`src/sv/cdeq_pkg.sv`:
```
// ----------------------------------------------------------------------------
// cdeq_pkg
// Shared types and constants of the circular double-ended queue.
// ----------------------------------------------------------------------------
`default_nettype none

package cdeq_pkg;

   // Store geometry
   localparam int DEPTH  = 1024;
   localparam int ADDR_W = (DEPTH > 1) ? $clog2(DEPTH) : 1;
   localparam int CNT_W  = $clog2(DEPTH + 1);
   localparam int DATA_W = 32;

   // Register and field widths fixed by the interface
   localparam int CAP_W  = 11;
   localparam int OCC_W  = 11;
   localparam int CSR_AW = 3;
   localparam int CSR_DW = 32;

   localparam logic [CAP_W-1:0] CAP_RESET = 11'd1024;

   // Register index (byte address / 4)
   localparam logic CSR_IDX_CAPACITY = 1'b0;

   typedef enum logic [1:0] {
      ACT_PUSH_HEAD = 2'd0,
      ACT_PUSH_TAIL = 2'd1,
      ACT_POP_HEAD  = 2'd2,
      ACT_POP_TAIL  = 2'd3
   } action_type;

   typedef enum logic [1:0] {
      ST_DONE  = 2'd0,
      ST_EMPTY = 2'd1,
      ST_FULL  = 2'd2
   } status_type;

   // Store access and result info of one item, from the pointer unit
   typedef struct packed {
      logic              en;
      logic              we;
      logic [ADDR_W-1:0] addr;
      logic              pop_ok;
      status_type        status;
      logic [CNT_W-1:0]  occupancy;
   } ptr_cmd_type;

endpackage

`default_nettype wire

```
`src/sv/cdeq_ptr.sv`:
```
// ----------------------------------------------------------------------------
// cdeq_ptr
// Head, tail and fill count of the queue; picks the store entry per item.
// ----------------------------------------------------------------------------
`default_nettype none

module cdeq_ptr (
   input  wire logic                          clock,
   input  wire logic                          reset,
   input  wire logic                          op_valid,
   input  wire cdeq_pkg::action_type          action,
   input  wire logic                          clear,
   input  wire logic [cdeq_pkg::CNT_W-1:0]    cap_eff,
   output cdeq_pkg::ptr_cmd_type              cmd
);

   localparam int AW = cdeq_pkg::ADDR_W;
   localparam int CW = cdeq_pkg::CNT_W;

   logic [AW-1:0] head_ff, head_in;
   logic [AW-1:0] tail_ff, tail_in;
   logic [CW-1:0] fill_ff, fill_in;

   logic [AW-1:0] head_inc, head_dec, tail_inc, tail_dec;
   logic [AW-1:0] cap_last;
   logic          full, empty;

   assign cap_last = AW'(cap_eff - CW'(1));
   assign full     = (fill_ff >= cap_eff);
   assign empty    = (fill_ff == '0);

   // wrap at the effective capacity
   assign head_inc = (CW'(head_ff) + CW'(1) >= cap_eff) ? '0 : AW'(head_ff + AW'(1));
   assign tail_inc = (CW'(tail_ff) + CW'(1) >= cap_eff) ? '0 : AW'(tail_ff + AW'(1));
   assign head_dec = (head_ff == '0 || CW'(head_ff) >= cap_eff) ? cap_last
                                                              : AW'(head_ff - AW'(1));
   assign tail_dec = (tail_ff == '0 || CW'(tail_ff) >= cap_eff) ? cap_last
                                                              : AW'(tail_ff - AW'(1));

   always_comb begin
      head_in        = head_ff;
      tail_in        = tail_ff;
      fill_in        = fill_ff;
      cmd.en         = 1'b0;
      cmd.we         = 1'b0;
      cmd.addr       = head_ff;
      cmd.pop_ok     = 1'b0;
      cmd.status     = cdeq_pkg::ST_DONE;
      case (action)
         cdeq_pkg::ACT_PUSH_HEAD: begin
            if (full) begin
               cmd.status = cdeq_pkg::ST_FULL;
            end else begin
               head_in  = head_dec;
               cmd.en   = 1'b1;
               cmd.we   = 1'b1;
               cmd.addr = head_dec;
               fill_in  = CW'(fill_ff + CW'(1));
            end
         end
         cdeq_pkg::ACT_PUSH_TAIL: begin
            if (full) begin
               cmd.status = cdeq_pkg::ST_FULL;
            end else begin
               tail_in  = tail_inc;
               cmd.en   = 1'b1;
               cmd.we   = 1'b1;
               cmd.addr = tail_ff;
               fill_in  = CW'(fill_ff + CW'(1));
            end
         end
         cdeq_pkg::ACT_POP_HEAD: begin
            if (empty) begin
               cmd.status = cdeq_pkg::ST_EMPTY;
            end else begin
               head_in    = head_inc;
               cmd.en     = 1'b1;
               cmd.addr   = head_ff;
               cmd.pop_ok = 1'b1;
               fill_in    = CW'(fill_ff - CW'(1));
            end
         end
         cdeq_pkg::ACT_POP_TAIL: begin
            if (empty) begin
               cmd.status = cdeq_pkg::ST_EMPTY;
            end else begin
               tail_in    = tail_dec;
               cmd.en     = 1'b1;
               cmd.addr   = tail_dec;
               cmd.pop_ok = 1'b1;
               fill_in    = CW'(fill_ff - CW'(1));
            end
         end
         default: begin
            cmd.status = cdeq_pkg::ST_DONE;
         end
      endcase
      cmd.occupancy = fill_in;
   end

   always_ff @(posedge clock) begin
      if (reset || clear) begin
         head_ff <= '0;
         tail_ff <= '0;
         fill_ff <= '0;
      end else if (op_valid) begin
         head_ff <= head_in;
         tail_ff <= tail_in;
         fill_ff <= fill_in;
      end
   end

endmodule

`default_nettype wire

```
`config.mk`:
```
export PLATFORM = sky130hd
export DESIGN_NAME = cdeq_ptr
export DESIGN_NICKNAME = d
export VERILOG_FILES = /design/src/sv/cdeq_pkg.sv /design/src/sv/cdeq_ptr.sv
export SDC_FILE = /design/constraint.sdc
export NUM_CORES = 1
export LEC_CHECK = 0
export ABC_AREA = 0
export BUFFER_PORTS_ARGS = -buffer_cell sky130_fd_sc_hd__buf_2
export CAP_MARGIN = 40
export CORE_MARGIN = 2
export CORE_UTILIZATION = 34
export DETAILED_ROUTE_END_ITERATION = 8
export SYNTH_ARGS = -nofsm -noshare
export SYNTH_HDL_FRONTEND = slang
export SYNTH_SLANG_ARGS = --single-unit
```
`constraint.sdc`:
```
create_clock -name clock -period 10.4 [get_ports clock]
set_input_delay 3.12 -clock clock [delete_from_list [all_inputs] [get_ports clock]]
set_output_delay 3.12 -clock clock [all_outputs]
set_load 0.005 [all_outputs]
```
==> impl_results.md <==
- Status: complete, no violations
- CP max-delay cell: a22oi_4
- Setup crit start kind: input pin
- Pleak: 2.256 nW
- IO Port Bufs: 42
- Placement row count: between 40 and 50
- DR vias: roughly 4700
- Max Cap Viol: 0
- Clk_skew: 0.005973 ns
- Critical Path AT: 6.12 ns
- Final hold viol count: 0
- Setup TNS: 0 ns
- Post-CTS Hold Fix Bufs: 0
- Core area: 0.01335 sq mm
- Complex-gate fraction of the synthesized area: about a quarter
- Number of enable flip-flop cells after synthesis: 0
- Slew Viols, Final: 0
- Share of cells above drive strength 1: 12.54%
- GP Congestion: 0.8942
- Iter 0 DRT Violations: ~320
- Multiplexer share of the synthesized area: 3.469%
- CTS HTree Levels: 2
- Skew-Pair Late Insertion Delay: 0.29 ns
- Ant. Diodes: 0
- Ports: 43
- Main combinational cell family by area after synthesis: compound AO/OA/AOI/OAI gates
- First-pass GRT wire length: 24290 um
- Final Cycle Share: 88.81%
- TritonCTS Buffers: 5
- CP Capture Type: output pin
- Fmax: 108.3 MHz
- Largest net degree at the start of global routing: 20
- Post-Syn Area per Cell: between 7 and 8 sq um
- Initial antenna violation count: 0
- Post-synth net total: 708
- Register area share after synthesis: 13.24%
- Cell Area, Synth: 0.004688 sq mm
- Post-route insts no fill: 822
- Layout area overhead: 9.101%
- Multi-input logic area: 0.003757 sq mm
- Crit-path most repeated cell: buf_2
- Die X: 121.4 um
- Reg2Reg Setup Slack: 6.39 ns
- DR vias/cell: 5.770
- Tot GR Track Use: 20.86%
- Pwr dens: 92.16 mW/mm^2
- Unrepaired setup endpoints after global routing: false
- Critical path fanouts, max: 19
- Crit-path cells: buf_2 > inv_1 > ha_1 > a2111oi_2 > o211ai_1 > a22oi_4 > mux2i_1 > a21oi_1 > o31ai_1 > buf_2
- Clock buffer depth: 2
- DRC violations left: 0
- Post-DRT Antenna Nets: 0
- Clock transition at path regs: roughly 0.050 ns
- Routed WL: roughly 15000 um
- Slew at the pin closest to its max-slew limit: 0.9476 ns
- Class of the tightest hold or removal check: flop to flop
- Slew HR: 36.24%
- Post-synth ARST share: 0%
- Crit Path Category: input pin to output pin
- CTS tree: yes
- #FFs+latches synth: 31
- Post-synthesis adder-cell area fraction: 16.01%
- Synth warn: 0
- DRT Pass-1 Iters: 5
- Top_reg_cell synth: dfxtp_1
- Crit path time final: 9.236 ns
- Post-DP Area: 0.004959 sq mm
- Mapped Cells: 631
- Count of final setup violators: 0
- Clk sinks: 31
- Chip height: 121.4 um
- Final HPWL DP: 11670 um
- Placed insts: about 800
- Final Net Count: 722
- Resized Gates After CTS: 0
- Fin Hold WS: approximately 0.6 ns
- Total grt overflow: 0
- XOR/XNOR Fraction of Synth Area: between 9 and 10%
- Synth Area in Simple Gates: about a quarter
- Starting Density: between 30% and 40%
- Die Footprint: ~0.015 sq mm
- Vias in the first global route: around 4600
- Reg area: slightly above 600 sq um
- DR WL/cell: 18.04 um
- Design area: roughly 0.0051 sq mm
- Clk Tree Root Cell: clkbuf_16
- Worst path max stage delay: 0.61 ns
- Yosys cell types: 79
- Post-CTS setup buffers: 0
- # fillers: 1426
- Max IR drop VDD: between 0.05 and 0.06 mV
- Critical path data required time: approximately 7.3 ns
[power breakdown]
part	internal (mW)	switching, mW	total (mW)
registers	0.122	0.00949	0.131
clock network	0.102	0.0586	0.161
logic	0.0718	0.108	0.179
[critical path: cells and delay by family]
kind                       cells  cell delay [ns]
AOI/OAI and AO/OA              5             1.76
adders and majority gates      1             0.33
buffers and inverters          3             0.56
muxes                          1             0.32
[synthesized netlist by cell type (6+ instances only)]
| master | instances | area share [%] |
|---|---|---|
| mux2i_1 | 14 | 3.0 |
| xnor2_1 | 37 | 6.9 |
| a21oi_1 | 48 | 5.1 |
| and3_1 | 7 | 0.93 |
| a21o_1 | 7 | 1.1 |
| dfxtp_1 | 31 | 13 |
| o21ai_0 | 37 | 3.9 |
| buf_2 | 12 | 1.3 |
| a32oi_1 | 8 | 1.5 |
| inv_1 | 37 | 3.0 |
| nand2_1 | 61 | 4.9 |
| xor2_1 | 12 | 2.2 |
| nand3_1 | 30 | 3.2 |
| a31oi_1 | 12 | 1.6 |
| clkbuf_1 | 18 | 1.4 |
| nand2b_1 | 10 | 1.3 |
| nor3_1 | 14 | 1.5 |
| nor2_1 | 49 | 3.9 |
| o221ai_1 | 8 | 1.5 |
| ha_1 | 60 | 16 |
| and2_1 | 6 | 0.80 |
[layer usage]
| metal | part of all wire (%) | routed length, um | global-route usage (%) |
|---|---|---|---|
| met1 | 46 | 6748 | 28.46 |
| met2 | 45 | 6679 | 32.30 |
| met3 | 5.7 | 846 | 2.820 |
| met4 | 3.7 | 555 | 9.986 |
| met5 | 0 | 0 | 0 |
[flip-flops by register name (all words and copies together) (netlist names)]
| register | count |
|---|---|
| fill_ff | 11 |
| head_ff | 10 |
| tail_ff | 10 |
[final timing paths]
| kind | to | startpoint | cells past startpoint |
|---|---|---|---|
| hold / removal | fill_ff[10]$_SDFFE_PP0P_ | fill_ff[10]$_SDFFE_PP0P_ | 1 |
| hold reg to reg | fill_ff[10]$_SDFFE_PP0P_ | fill_ff[10]$_SDFFE_PP0P_ | 1 |
| setup / recovery | cmd[23] | cap_eff[9] | 10 |
| setup reg to reg | head_ff[2]$_SDFFE_PP0P_ | head_ff[0]$_SDFFE_PP0P_ | 12 |
[layout make-up]
class	instances	share of cell area, %
Clock buffer	8	3.058
Inverter	37	2.715
Multi-Input combinational cell	527	73.46
Sequential cell	31	12.13
Tap cell	176	4.305
Timing Repair Buffer	43	4.330
[placed cells by master, fill, tap and decap left out, drive strengths merged, types with 5 or more instances in the layout]
master / netlist / routed
nor2: 51 / 51
xnor2: 37 / 37
xor2: 12 / 12
inv: 37 / 37
a21oi: 49 / 49
dfxtp: 31 / 31
nand3: 31 / 31
o21ai: 39 / 39
and2: 6 / 6
and3: 7 / 7
a32oi: 9 / 9
o31ai: 5 / 5
buf: 17 / 43
nand2b: 10 / 10
o211ai: 5 / 5
or3: 5 / 5
ha: 60 / 60
a21o: 7 / 7
nor3: 19 / 19
o221ai: 8 / 8
nand2: 62 / 62
mux2i: 14 / 14
nor3b: 5 / 5
a31oi: 13 / 13
clkbuf: 19 / 8
or2: 5 / 5
nor2b: 5 / 5
[cells by family after synthesis]
| logic type | count (synthesis) |
|---|---|
| buffers and inverters | 73 |
| and+or+nand+nor | 226 |
| adders and majority gates | 60 |
| DFF | 31 |
| xor gates and xnor gates | 49 |
| muxes | 16 |
| AOI/OAI and AO/OA | 176 |
[metrics by stage]
step / util (%) / worst slack (ns) / power (mW)
after floorplan: - / 2.135 / 0.2591
after global placement: 37.06 / 1.251 / 0.3078
after detailed placement: 37.15 / 1.198 / 0.3108
after CTS: 38.32 / 1.201 / 0.4721
after global routing: 38.32 / 1.028 / 0.5003
final: 38.32 / 1.164 / 0.4714
No activity file was read; power rests on OpenSTA's default activity.
